File: src/rtl/core/lz77_huffman_stream_decoder_unit_defines.svh
// assertion macros used by the decoder controller
`ifndef LZ77_HUFFMAN_STREAM_DECODER_UNIT_DEFINES_SVH
`define LZ77_HUFFMAN_STREAM_DECODER_UNIT_DEFINES_SVH

// same-cycle implication, checked outside reset
`define LZHD_ASSERT_IMP(lbl, clk, rst_n, ante, cons) \
    lbl: assert property (@(posedge clk) disable iff (!rst_n) (ante) |-> (cons)) \
        else $error("lzhd assertion failed");

// next-cycle implication, checked outside reset
`define LZHD_ASSERT_NXT(lbl, clk, rst_n, ante, cons) \
    lbl: assert property (@(posedge clk) disable iff (!rst_n) (ante) |=> (cons)) \
        else $error("lzhd assertion failed");

`endif

File: src/rtl/core/lzhd_pkg.sv
// shared types, constants and tables of the stream decoder
`timescale 1ns / 1ps
`default_nettype none
package lzhd_pkg;

    localparam int unsigned WINDOW_SIZE_DEF      = 32768;
    localparam int unsigned LIT_SYMBOL_BITS_DEF  = 9;
    localparam int unsigned DIST_SYMBOL_BITS_DEF = 5;
    localparam int unsigned LIT_TREE_NODES_DEF   = 1024;
    localparam int unsigned DIST_TREE_NODES_DEF  = 64;
    localparam int unsigned TREE_STACK_DEPTH_DEF = 32;

    localparam int unsigned NODE_VAL_W = 16;
    localparam int unsigned NODE_W     = NODE_VAL_W + 1;
    localparam int unsigned FIELD_W    = 13;
    localparam int unsigned FLEN_W     = 4;
    localparam int unsigned LEN_W      = 9;
    localparam int unsigned DIST_W     = 16;
    localparam int unsigned LANES_W    = 64;
    localparam int unsigned COUNT_W    = 4;
    localparam int unsigned KIND_W     = 2;
    localparam int unsigned BYTE_W     = 8;

    localparam int unsigned SYM_EOB       = 256;
    localparam int unsigned SYM_LEN_FIRST = 257;
    localparam int unsigned SYM_LEN_LAST  = 285;
    localparam int unsigned DIST_TBL_SIZE = 32;

    // length codes 257..285, tail entries unused
    localparam logic [LEN_W-1:0] LEN_BASE [32] = '{
        9'd3, 9'd4, 9'd5, 9'd6, 9'd7, 9'd8, 9'd9, 9'd10, 9'd11, 9'd13, 9'd15, 9'd17,
        9'd19, 9'd23, 9'd27, 9'd31, 9'd35, 9'd43, 9'd51, 9'd59, 9'd67, 9'd83, 9'd99,
        9'd115, 9'd131, 9'd163, 9'd195, 9'd227, 9'd258, 9'd0, 9'd0, 9'd0};
    localparam logic [FLEN_W-1:0] LEN_EXTRA [32] = '{
        4'd0, 4'd0, 4'd0, 4'd0, 4'd0, 4'd0, 4'd0, 4'd0, 4'd1, 4'd1, 4'd1, 4'd1,
        4'd2, 4'd2, 4'd2, 4'd2, 4'd3, 4'd3, 4'd3, 4'd3, 4'd4, 4'd4, 4'd4, 4'd4,
        4'd5, 4'd5, 4'd5, 4'd5, 4'd0, 4'd0, 4'd0, 4'd0};
    // distance codes 30 and 31 read as zero distance, which is an error
    localparam logic [DIST_W-1:0] DIST_BASE [32] = '{
        16'd1, 16'd2, 16'd3, 16'd4, 16'd5, 16'd7, 16'd9, 16'd13, 16'd17, 16'd25,
        16'd33, 16'd49, 16'd65, 16'd97, 16'd129, 16'd193, 16'd257, 16'd385,
        16'd513, 16'd769, 16'd1025, 16'd1537, 16'd2049, 16'd3073, 16'd4097,
        16'd6145, 16'd8193, 16'd12289, 16'd16385, 16'd24577, 16'd0, 16'd0};
    localparam logic [FLEN_W-1:0] DIST_EXTRA [32] = '{
        4'd0, 4'd0, 4'd0, 4'd0, 4'd1, 4'd1, 4'd2, 4'd2, 4'd3, 4'd3, 4'd4, 4'd4,
        4'd5, 4'd5, 4'd6, 4'd6, 4'd7, 4'd7, 4'd8, 4'd8, 4'd9, 4'd9, 4'd10, 4'd10,
        4'd11, 4'd11, 4'd12, 4'd12, 4'd13, 4'd13, 4'd0, 4'd0};

    typedef enum logic [KIND_W-1:0] {
        KIND_BYTES = 2'd0,
        KIND_EOB   = 2'd1,
        KIND_ERR   = 2'd2
    } t_kind;

    typedef enum logic [1:0] {
        OUT_LIT,
        OUT_COPY,
        OUT_NONE
    } t_out_sel;

    typedef enum logic [3:0] {
        PH_LIT_TREE_NODE,
        PH_LIT_TREE_SYM,
        PH_DIST_TREE_NODE,
        PH_DIST_TREE_SYM,
        PH_LIT,
        PH_LEN_EXTRA,
        PH_DIST,
        PH_DIST_EXTRA,
        PH_HALT
    } t_phase;

    typedef enum logic [3:0] {
        ST_WAIT,
        ST_LEAF,
        ST_POP,
        ST_LINK,
        ST_WALK_PTR,
        ST_WALK_CHK,
        ST_SYM,
        ST_LEN_ADD,
        ST_DIST_ADD,
        ST_COPY_CHK,
        ST_COPY_RD,
        ST_COPY_WR,
        ST_COPY_OUT,
        ST_FAIL
    } t_state;

    typedef struct packed {
        logic     tree_sel;
        logic     node_leaf_push;
        logic     node_int_push;
        logic     field_take;
        logic     leaf_write;
        logic     stack_pop;
        logic     link_write;
        logic     begin_tree;
        logic     cursor_clr;
        logic     walk_rd_cur;
        logic     walk_step_ptr;
        logic     walk_step_inc;
        logic     sym_latch;
        logic     len_set_sym;
        logic     len_add;
        logic     dist_set_sym;
        logic     dist_add;
        logic     lit_put;
        logic     copy_init;
        logic     copy_rd;
        logic     copy_wr;
        logic     out_load;
        t_out_sel out_sel;
        t_kind    out_kind;
    } t_cmd;

    typedef struct packed {
        logic bit_in;
        logic node_full;
        logic alloc_zero;
        logic stack_full;
        logic stack_empty;
        logic field_last;
        logic node_leaf;
        logic sym_byte;
        logic sym_eob;
        logic len_extra_nz;
        logic dist_extra_nz;
        logic dist_bad;
        logic len_zero;
        logic rem_one;
        logic cnt_seven;
        logic rem_zero;
        logic out_free;
    } t_sts;

endpackage
`default_nettype wire

File: src/rtl/core/lzhd_ctrl.sv
// decoder controller: stream phase and per-bit step sequencing
`timescale 1ns / 1ps
`default_nettype none
module lzhd_ctrl (
    input  wire logic           i_clk,
    input  wire logic           i_rst_n,
    input  wire logic           i_valid,
    output logic                o_stall,
    input  wire lzhd_pkg::t_sts i_sts,
    output lzhd_pkg::t_cmd      o_cmd
);
    import lzhd_pkg::*;
    `include "lz77_huffman_stream_decoder_unit_defines.svh"

    t_state r_state, n_state;
    t_phase r_phase, n_phase;
    logic   dist_side;

    assign dist_side = (r_phase == PH_DIST_TREE_NODE) || (r_phase == PH_DIST_TREE_SYM)
                       || (r_phase == PH_DIST) || (r_phase == PH_DIST_EXTRA);

    always_ff @(posedge i_clk) begin
        if (!i_rst_n) begin
            r_state <= ST_WAIT;
            r_phase <= PH_LIT_TREE_NODE;
        end else begin
            r_state <= n_state;
            r_phase <= n_phase;
        end
    end

    always_comb begin
        n_state        = r_state;
        n_phase        = r_phase;
        o_cmd          = '0;
        o_cmd.tree_sel = dist_side;
        o_cmd.out_sel  = OUT_NONE;
        o_cmd.out_kind = KIND_BYTES;
        o_stall        = (r_state != ST_WAIT);

        case (r_state)
            ST_WAIT: begin
                if (i_valid) begin
                    case (r_phase)
                        PH_LIT_TREE_NODE, PH_DIST_TREE_NODE: begin
                            if (i_sts.node_full) begin
                                n_state = ST_FAIL;
                            end else if (i_sts.bit_in) begin
                                // a leaf at the root is a malformed tree
                                if (i_sts.alloc_zero) begin
                                    n_state = ST_FAIL;
                                end else begin
                                    o_cmd.node_leaf_push = 1'b1;
                                    n_phase = dist_side ? PH_DIST_TREE_SYM : PH_LIT_TREE_SYM;
                                end
                            end else if (i_sts.stack_full) begin
                                n_state = ST_FAIL;
                            end else begin
                                o_cmd.node_int_push = 1'b1;
                            end
                        end
                        PH_LIT_TREE_SYM, PH_DIST_TREE_SYM: begin
                            o_cmd.field_take = 1'b1;
                            if (i_sts.field_last) begin
                                n_state = ST_LEAF;
                            end
                        end
                        PH_LIT, PH_DIST: begin
                            if (i_sts.bit_in) begin
                                o_cmd.walk_rd_cur = 1'b1;
                                n_state = ST_WALK_PTR;
                            end else begin
                                o_cmd.walk_step_inc = 1'b1;
                                n_state = ST_WALK_CHK;
                            end
                        end
                        PH_LEN_EXTRA: begin
                            o_cmd.field_take = 1'b1;
                            if (i_sts.field_last) begin
                                n_state = ST_LEN_ADD;
                            end
                        end
                        PH_DIST_EXTRA: begin
                            o_cmd.field_take = 1'b1;
                            if (i_sts.field_last) begin
                                n_state = ST_DIST_ADD;
                            end
                        end
                        default: begin
                            // halted: words are taken and dropped
                        end
                    endcase
                end
            end
            ST_LEAF: begin
                o_cmd.leaf_write = 1'b1;
                if (i_sts.stack_empty) begin
                    n_state = ST_WAIT;
                    if (dist_side) begin
                        n_phase = PH_LIT;
                        o_cmd.cursor_clr = 1'b1;
                    end else begin
                        n_phase = PH_DIST_TREE_NODE;
                        o_cmd.begin_tree = 1'b1;
                    end
                end else begin
                    o_cmd.stack_pop = 1'b1;
                    n_phase = dist_side ? PH_DIST_TREE_NODE : PH_LIT_TREE_NODE;
                    n_state = ST_POP;
                end
            end
            ST_POP: begin
                n_state = ST_LINK;
            end
            ST_LINK: begin
                o_cmd.link_write = 1'b1;
                n_state = ST_WAIT;
            end
            ST_WALK_PTR: begin
                o_cmd.walk_step_ptr = 1'b1;
                n_state = ST_WALK_CHK;
            end
            ST_WALK_CHK: begin
                if (i_sts.node_leaf) begin
                    o_cmd.sym_latch  = 1'b1;
                    o_cmd.cursor_clr = 1'b1;
                    n_state = ST_SYM;
                end else begin
                    n_state = ST_WAIT;
                end
            end
            ST_SYM: begin
                if (r_phase == PH_DIST) begin
                    o_cmd.dist_set_sym = 1'b1;
                    if (i_sts.dist_extra_nz) begin
                        n_phase = PH_DIST_EXTRA;
                        n_state = ST_WAIT;
                    end else begin
                        n_state = ST_COPY_CHK;
                    end
                end else if (i_sts.sym_byte) begin
                    if (i_sts.out_free) begin
                        o_cmd.lit_put  = 1'b1;
                        o_cmd.out_load = 1'b1;
                        o_cmd.out_sel  = OUT_LIT;
                        n_state = ST_WAIT;
                    end
                end else if (i_sts.sym_eob) begin
                    if (i_sts.out_free) begin
                        o_cmd.out_load   = 1'b1;
                        o_cmd.out_kind   = KIND_EOB;
                        o_cmd.begin_tree = 1'b1;
                        n_phase = PH_LIT_TREE_NODE;
                        n_state = ST_WAIT;
                    end
                end else begin
                    o_cmd.len_set_sym = 1'b1;
                    n_phase = i_sts.len_extra_nz ? PH_LEN_EXTRA : PH_DIST;
                    n_state = ST_WAIT;
                end
            end
            ST_LEN_ADD: begin
                o_cmd.len_add = 1'b1;
                n_phase = PH_DIST;
                n_state = ST_WAIT;
            end
            ST_DIST_ADD: begin
                o_cmd.dist_add = 1'b1;
                n_state = ST_COPY_CHK;
            end
            ST_COPY_CHK: begin
                if (i_sts.dist_bad) begin
                    n_state = ST_FAIL;
                end else begin
                    o_cmd.copy_init = 1'b1;
                    n_phase = PH_LIT;
                    n_state = i_sts.len_zero ? ST_WAIT : ST_COPY_RD;
                end
            end
            ST_COPY_RD: begin
                o_cmd.copy_rd = 1'b1;
                n_state = ST_COPY_WR;
            end
            ST_COPY_WR: begin
                o_cmd.copy_wr = 1'b1;
                n_state = (i_sts.rem_one || i_sts.cnt_seven) ? ST_COPY_OUT : ST_COPY_RD;
            end
            ST_COPY_OUT: begin
                if (i_sts.out_free) begin
                    o_cmd.out_load = 1'b1;
                    o_cmd.out_sel  = OUT_COPY;
                    n_state = i_sts.rem_zero ? ST_WAIT : ST_COPY_RD;
                end
            end
            ST_FAIL: begin
                if (i_sts.out_free) begin
                    o_cmd.out_load = 1'b1;
                    o_cmd.out_kind = KIND_ERR;
                    n_phase = PH_HALT;
                    n_state = ST_WAIT;
                end
            end
            default: begin
                n_state = ST_WAIT;
            end
        endcase
    end

    `LZHD_ASSERT_IMP(a_load_when_free, i_clk, i_rst_n, o_cmd.out_load, i_sts.out_free)
    `LZHD_ASSERT_IMP(a_halt_is_quiet, i_clk, i_rst_n, r_phase == PH_HALT, !o_cmd.out_load && r_state == ST_WAIT)
    `LZHD_ASSERT_NXT(a_fail_halts, i_clk, i_rst_n, r_state == ST_FAIL && i_sts.out_free, r_phase == PH_HALT)
endmodule
`default_nettype wire

File: config.mk
export PLATFORM = sky130hd
export DESIGN_NAME = lzhd_ctrl
export DESIGN_NICKNAME = d
export VERILOG_FILES = /design/src/rtl/core/lzhd_pkg.sv /design/src/rtl/core/lzhd_ctrl.sv
export VERILOG_INCLUDE_DIRS = /design/src /design/src/rtl/core
export SDC_FILE = /design/constraint.sdc
export NUM_CORES = 1
export LEC_CHECK = 0
export ABC_AREA = 1
export BUFFER_PORTS_ARGS = -buffer_cell sky130_fd_sc_hd__buf_2
export CAP_MARGIN = 20
export CORE_MARGIN = 2
export CORE_UTILIZATION = 51
export DETAILED_ROUTE_END_ITERATION = 10
export MAX_ROUTING_LAYER = met4
export PLACE_DENSITY_LB_ADDON = 0.3
export SETUP_SLACK_MARGIN = 0.2
export SKIP_CTS_REPAIR_TIMING = 1
export SLEW_MARGIN = 20
export SYNTH_ARGS = -nofsm -noshare
export SYNTH_HDL_FRONTEND = slang
export SYNTH_SLANG_ARGS = --single-unit
File: constraint.sdc
create_clock -name i_clk -period 3.9 [get_ports i_clk]
set_input_delay 0.585 -clock i_clk [delete_from_list [all_inputs] [get_ports i_clk]]
set_output_delay 0.585 -clock i_clk [all_outputs]
set_load 0.005 [all_outputs]
; ---- Word-level counts from Yosys, hierarchy flattened
; Cells that the tools add are included.
[op_classes]
eq_ne = 37
reduce_logical = 14
n_mux = 100
[op_table]
columns = operator, count
row1 = $mux W4, 29
row2 = $pmux W4 S12, 1
row3 = $mux W1, 44
row4 = $eq A4 B3 Y1 const B, 8
row5 = $eq A4 B4 Y1 const B, 6
row6 = $mux W3, 8
row7 = $pmux W4 S6, 1
row8 = $mux W2, 10
row9 = $pmux W4 S5, 1
row10 = $eq A4 B2 Y1 const B, 4
row11 = $ne A3 B3 Y1 const B, 5
row12 = $ne A2 B2 Y1 const B, 7
row13 = $reduce_and A11 Y1, 1
row14 = $ne A5 B5 Y1 const B, 2
row15 = $eq A4 B1 Y1 const B, 2
row16 = $logic_not A4 Y1, 2
row17 = $pmux W2 S2, 2
row18 = $reduce_and A8 Y1, 1
row19 = $ne A6 B2 Y1 const B, 1
row20 = $reduce_bool A6 Y1, 1
row21 = $reduce_or A2 Y1, 3
row22 = $mux W5, 1
row23 = $logic_or A1 B1 Y1, 4
row24 = $ne A4 B4 Y1 const B, 1
row25 = 5 further kinds, 6
[totals]
register_bits = 8
input_bits = 20
output_inout_bits = 27

; ---- Depth between registers and ports, before layout
; Gate-level depths: netlist of run 1.
[depth]
word_depth = 11
ltp_mapped = 12

; ---- Worst setup path before layout of run 1
; OpenSTA, ideal clock, no wires.
[synth_path]
path_kind = register to output
startpoint = reg r_state[2]
endpoint = out o_cmd[18] (netlist bit)
path_buffers = 0
slack_ns = 2.166
arrival_time_ns = 1.149
stages_incl_launch_ff = 8
path_cell_list = dfxtp_1 > inv_2 > nor2_4 > nand2_4 > nor2_2 > nand2_1 > nor3_2 > a21o_1
[synth_lines]
columns = item, line
row1 = from (decl), lzhd_ctrl.sv:15  ; t_state r_state, n_state;
row2 = from (signal assigned), lzhd_ctrl.sv:27  ; r_state <= n_state;
row3 = to (decl), lzhd_ctrl.sv:10  ; output lzhd_pkg::t_cmd o_cmd

==> metrics, run 1 <==
critical path launch point type flip-flop; IO Port Bufs between 40 and 50; worst reg2reg path depth 9; DR WL/cell about 10 um; post-synthesis simple-gate area fraction between 60 and 70%; Cells after DPL 276; Remaining Overflow, GRT 0; Routed Antenna Nets 0; Pre-Repair DR Iteration Count 4; crit-path max FO 7; CTS sink cnt 8; worst rel slew slack between 80% and 90%; layout cells sized above 1 ~34%; Worst-Skew Late Latency 0.25 ns; Setup TNS 0 ns; Yosys top cell area share 16.5%; initial antenna violation count 0; GRT Util Overall between 20 and 25%; Initial Util between 50% and 60%; met1 wire length about 1400 um; top routing layer used met4; Worst VDD drop ~0.33 mV; Setup WS pre-CTS between 1.5 and 2 ns; Post-Synth Adder-Cell Area between 2 and 2.5%; worst reg2reg setup slack between 2 and 2.5 ns; largest net degree at the start of global routing 10; clk_skew ~0.0022 ns; met3 wire len between 150 and 200 um; Leakage Power ~0.84 nW; RSZ-0062 raised after global routing no; Power Density slightly above 500 nW/um^2; Setup Viol. Count Final 0; NumNets Final about 280; post-synth cell types 24; Pins Over Slew Limit 0; Switching Share ~54%; Vias/cell just under 5; Finished Layout Cells around 280; Die Span Y slightly above 50 um; Max Clk Rate between 0.4 and 0.5 GHz; ANT cells 0; post-synthesis sequential area ratio about 15%; Slew @ Worst Pin between 0.2 and 0.3 ns; Final Cell Area 1370 sq um; CTS tree yes; Gate Count Post-Synth between 200 and 250; first-pass GRT wire length 4740 um; die area 2530 sq um; #FFs+latches synth 8; number of global-route vias before repair ~1200; compound-gate portion of the synthesized area around 8%; Syn Nets about 230; Area Overhead vs Synth 25.5%; CP endpoint kind output pin; Avg Synthesized Cell Area around 5.4 sq um; Synthesis Warnings 0; crit-path cells inv_2 > nor2_4 > nand2_4 > nor2_2 > nand2_2 > a21oi_1 > inv_1 > buf_2; Syn Std Cell Area approximately 1100 sq um; DR vias between 1000 and 1500; CTS root buf clkbuf_4; min cycle time layout approximately 2.2 ns; Critical Path RT between 3 and 4 ns; Max Root-Sink Buffers 2; die width 50.3 um; min setup slack post-route around 1.7 ns; Setup Crit Path Kind reg -> out; DP HPWL approximately 2500 um; Total Power about 700 uW; Clock transition at path regs approximately 0.05 ns; Min Hold Slack 0.554 ns; cell taking the most area after synthesis nand2_1; Clk pwr share ~8.7%; row count 16; core area approximately 2000 sq um; combinational power share between 70% and 80%; status finished, final reports clean; Final Util a little under 70%; metal2 WL roughly 1300 um; part of the power in registers roughly 21%; period utilization a little under three fifths; htree depth 1; NetSw roughly 380 uW; # fillers 211; Placed Area between 1000 and 1500 sq um; Synth Area in XOR/XNOR 0%; Hold Fails Final Rpt 0; Residual DRC 0; largest stage delay on the critical path 0.47 ns; Worst Path Arrival roughly 1.6 ns; maximum capacitance violations 0; Hold Crit Class reg -> reg; synth top area cells nand2_1, dfxtp_1, nor2_1; I/O pin count 47; placer's final routability congestion estimate ~0.91; Critical-path top delay cell dfxtp_1; mux share of post-synthesis cell area 0%; First DRT Iteration DRCs 27; largest family of logic cells by synthesized area simple AND/OR/NAND/NOR gates; CTS Buf Count 3; total detailed-routing wirelength about 3000 um; worst hold path depth 2; Internal Power roughly 320 uW
[path summary, 6_finish.rpt]
kind	startpoint	to
worst max register to register	r_phase[1]	r_phase[1]
worst min-delay path	r_phase[0]	r_phase[0]
worst min register to register	r_phase[0]	r_phase[0]
worst max-delay path	r_state[2]	o_cmd[3]
[worst max-delay path, delay by kind of cell, from the launching register on]
family | cells | cell delay (ns)
AOI/OAI and AO/OA | 1 | 0.15
buffers and inverters | 3 | 0.27
DFF | 1 | 0.47
and+or+nand+nor | 4 | 0.46
[layout by cell type, fill, tap and decap left out, types with 4 or more instances in the layout]
master and count:
inv_1 24, nor3_1 7, nor2_1 39, o21ai_0 6, a21oi_1 6, nor2_2 10, nand2_2 9, nor2_4 4
buf_2 46, nand2_1 48, inv_2 8, dfxtp_1 8, nand3_1 17
[cell usage after synthesis (all sizes together)]
| master | instances |
|---|---|
| nand2 | 58 |
| nor2 | 53 |
| inv | 32 |
| nand3 | 17 |
| nor3 | 9 |
| dfxtp | 8 |
| a21oi | 7 |
| o21ai | 6 |
| clkinv | 3 |
| nand4 | 3 |
| ha | 2 |
| or2 | 2 |
| a21o | 1 |
| a31oi | 1 |
| buf | 1 |
| nor4 | 1 |
[kinds of logic (layout without fill, tap and decap cells)]
family,after synthesis,in the layout
AO/OA/AOI/OAI,15,15
AND/OR/NAND/NOR,143,143
adder cells (fa/ha/maj),2,2
flip-flops,8,8
buffers and inverters,36,84
[sequential cells by signal (all words and copies together) (netlist names)]
| signal | count |
|---|---|
| r_phase | 4 |
| r_state | 4 |
[routing by layer]
metal / track usage, % / vias to the layer above
li1: - / 737
met5: - / -
met4: 8.11 / 0
met2: 43.0 / 46
met1: 29.5 / 566
met3: 2.38 / 4
[power by group through the flow]
stage                     clock, mW  combinational (mW)  sequential (mW)
after floorplan                   0               0.383            0.139
after global placement            0               0.485            0.145
after detailed placement          0               0.489            0.146
after CTS                    0.0649               0.491            0.144
after global routing         0.0689               0.557            0.149
final                        0.0609               0.492            0.144
[area by class of cell]
type | instances | area (sq um) | area share, %
Inverter | 35 | 131 | 9.57
Multi-Input combinational cell | 160 | 795 | 57.9
Timing Repair Buffer | 46 | 230 | 16.8
Clock buffer | 3 | 22.5 | 1.64
Sequential cell | 8 | 160 | 11.7
Tap cell | 27 | 33.8 | 2.46
(Power assumes the default switching activity.)
==> run 2: changes to the inputs <==
--- a/config.mk
+++ b/config.mk
@@ -6,11 +6,11 @@
 export SDC_FILE = /design/constraint.sdc
 export NUM_CORES = 1
 export LEC_CHECK = 0
-export ABC_AREA = 1
+export ABC_AREA = 0
 export BUFFER_PORTS_ARGS = -buffer_cell sky130_fd_sc_hd__buf_2
 export CAP_MARGIN = 20
 export CORE_MARGIN = 2
-export CORE_UTILIZATION = 51
+export CORE_UTILIZATION = 43
 export DETAILED_ROUTE_END_ITERATION = 10
 export MAX_ROUTING_LAYER = met4
 export PLACE_DENSITY_LB_ADDON = 0.3
==> constraint.sdc (replaced) <==
create_clock -name i_clk -period 1.86 [get_ports i_clk]
set_input_delay 0.279 -clock i_clk [delete_from_list [all_inputs] [get_ports i_clk]]
set_output_delay 0.279 -clock i_clk [all_outputs]
set_load 0.005 [all_outputs]
==> metrics, run 2 <==
first-pass GRT wire length 5050 um (was 4740 um); post-synthesis sequential area ratio 14.4% (was 14.6%); min cycle time layout around 1.8 ns; Die Span Y 54.8 um (was 50.3 um); Critical Path RT 1.58 ns (was 3.31 ns); Syn Nets 180 (was 226); # fillers 197 (was 211); Final Cell Area 1830 sq um (was 1370 sq um); Primary FF master, synth dfxtp_1 (unchanged); status finished, final reports clean (unchanged); Worst Path Arrival 1.47 ns (was 1.60 ns); Hold Fails Final Rpt 0 (unchanged); top flop regs r_phase x4, r_state x4 (unchanged); Hold Crit Class in -> reg (was reg -> reg); maximum capacitance violations 0 (unchanged); total detailed-routing wirelength 4510 um (was 2920 um); Power Density 1040 nW/um^2 (was 508 nW/um^2); worst rel slew slack 70.1% (was 80.4%); largest net degree at the start of global routing 16 (was 10); Slew @ Worst Pin 0.448 ns (was 0.291 ns); critical path launch point type flip-flop (unchanged); Remaining Overflow, GRT 0 (unchanged); Vias/cell 5.97 (was 4.85); Worst VDD drop 0.874 mV (was 0.330 mV); Placed Area 1400 sq um (was 1350 sq um); post-synth cell types 51 (was 24); core area 2450 sq um (was 2000 sq um); Yosys top cell area share 14.4% (was 16.5%); Final Util 74.5% (was 68.6%); crit-path max FO 6 (was 7); Max Root-Sink Buffers 2 (unchanged); worst reg2reg path depth 7 (was 9); RSZ-0062 raised after global routing yes (was no); most frequent cells in the layout buf_2, buf_4, nand2_1, nor2_1, dfxtp_4 (was nand2_1, buf_2, nor2_1, inv_1, nand3_1); placer's final routability congestion estimate 0.949 (was 0.913); most frequent cells after synthesis nand2_1, nor2_1, nor3_1, buf_2, dfxtp_1 (was nand2_1, nor2_1, inv_1, nand3_1, nor2_2); Clock transition at path regs 0.06 ns (was 0.05 ns); Setup Crit Path Kind reg -> out (unchanged); htree depth 1 (unchanged); CTS tree yes (unchanged); fraction of registers with async set/reset 0% (unchanged); top-count cell post-synth nand2_1 (unchanged); Setup Viol. Count Final 0 (unchanged); GRT Util Overall 24.0% (was 24.6%); Routed Antenna Nets 0 (unchanged); die width 54.8 um (was 50.3 um); Syn Std Cell Area 1110 sq um (was 1090 sq um); #FFs+latches synth 8 (unchanged); Max Clk Rate ~0.57 GHz; Residual DRC 0 (unchanged); Area Overhead vs Synth 65.0% (was 25.5%); ANT cells 0 (unchanged); CTS Buf Count 3 (unchanged); First DRT Iteration DRCs 75 (was 27); initial antenna violation count 0 (unchanged); Avg Synthesized Cell Area 7.02 sq um (was 5.36 sq um); CP endpoint kind output pin (unchanged); Synthesis Warnings 0 (unchanged); cell taking the most area after synthesis dfxtp_1 (was nand2_1); IO Port Bufs 46 (unchanged); largest stage delay on the critical path 0.38 ns (was 0.47 ns); Critical-path top delay cell and4bb_4 (was dfxtp_1); commonest non-fill, non-tap cell in the layout buf_2 (was nand2_1); Initial Util 45.2% (was 54.6%); period utilization around 94%; I/O pin count 47 (unchanged); die area 3000 sq um (was 2530 sq um); Critical path origin r_phase[0] (was r_state[2]); clk_skew 0.00277 ns (was 0.00220 ns); Gate Count Post-Synth 158 (was 204); synth top area cells dfxtp_1, nand2_1, nor3_1 (was nand2_1, dfxtp_1, nor2_1); DP HPWL 2740 um (was 2510 um); worst reg2reg setup slack 0.18 ns (was 2.28 ns); Worst R2R Start r_state[0] (was r_phase[1]); CTS sink cnt 8 (unchanged); layout cells sized above 1 55.0% (was 33.7%); CTS root buf clkbuf_4 (unchanged); Leakage Power 0.861 nW (was 0.838 nW); RR Endpoint r_state[3] (was r_phase[1]); number of global-route vias before repair 1103 (was 1175); Post-synth EDFFs 0 (unchanged); DR WL/cell 17.4 um (was 10.5 um); crit-path cells and4bb_4 > nor2_4 > and4b_1 > a21o_1 > buf_2 (was inv_2 > nor2_4 > nand2_4 > nor2_2 > nand2_2 > a21oi_1 > inv_1 > buf_2); Pins Over Slew Limit 0 (unchanged); Pre-Repair DR Iteration Count 5 (was 4); Worst-Skew Late Latency 0.25 ns (about the same); last element of the critical path o_cmd[18] (was o_cmd[3]); NumNets Final 253 (was 276); DR vias 1546 (was 1353); row count 18 (was 16)
[run 2: worst max-delay path: cells and delay by family (launching register included)]
kind | cells | cell delay [ns]
AO/OA/AOI/OAI | 1 | 0.15
flip-flops | 1 | 0.34
AND/OR/NAND/NOR | 3 | 0.62
buffers and inverters | 1 | 0.12
[run 2: layout make-up]
type                            instances  area [sq um]  share of cell area, %
Multi-Input combinational cell        129          1000                   54.7
Clock buffer                            3          22.5                   1.23
Timing Repair Buffer                   83           556                   30.4
Sequential cell                         8           190                   10.4
Inverter                                6          22.5                   1.23
Tap cell                               30          37.5                   2.05
[run 2: cell families after synthesis]
kind of cell | share of synthesized area (%)
simple gates | 42.7
compound gates | 24.9
buf+inv | 9.48
flops | 14.4
mux | 5.42
fa+ha+maj | 2.26
xor+xnor | 0.790
[run 2: how the worst min path moves through the flow]
| stage | from | end | cells after the start |
|---|---|---|---|
| final | i_rst_n | r_phase[2] | 3 |
| after global routing | i_rst_n | r_phase[2] | 3 |
| after CTS | i_rst_n | r_phase[1] | 3 |
| after detailed placement | r_phase[3] | r_phase[3] | 1 |
| after global placement | r_phase[1] | r_phase[1] | 2 |
| after floorplan | r_phase[1] | r_phase[1] | 2 |
[run 2: report_power, final]
| group | leakage [nW] | internal [mW] | switching [mW] |
|---|---|---|---|
| registers | 0.0711 | 0.237 | 0.0821 |
| clock network | 0.0138 | 0.0742 | 0.0632 |
| logic | 0.776 | 0.740 | 0.700 |
[run 2: stage by stage]
step | TNS [ns] | power [mW] | hold slack [ns] | setup slack, ns | cells
CTS | -0.365 | 1.38 | 0.372 | -0.136 | 236
detailed placement | 0 | 1.24 | 0.520 | 0.139 | 233
floorplan | 0 | 0.956 | 0.493 | 0.278 | 158
global route | 0 | 2.00 | 0.377 | 0.0336 | 259
finish | 0 | 1.90 | 0.369 | 0.109 | 259
global placement | 0 | 1.23 | 0.525 | 0.168 | 233
[run 2: metal layers]
metal,vias to the layer above,wire length [um],GRT usage [%]
met2,88,2270,38.9
li1,722,-,-
met1,724,1780,30.9
met4,0,125,9.17
met3,12,340,1.64
met5,-,0,-
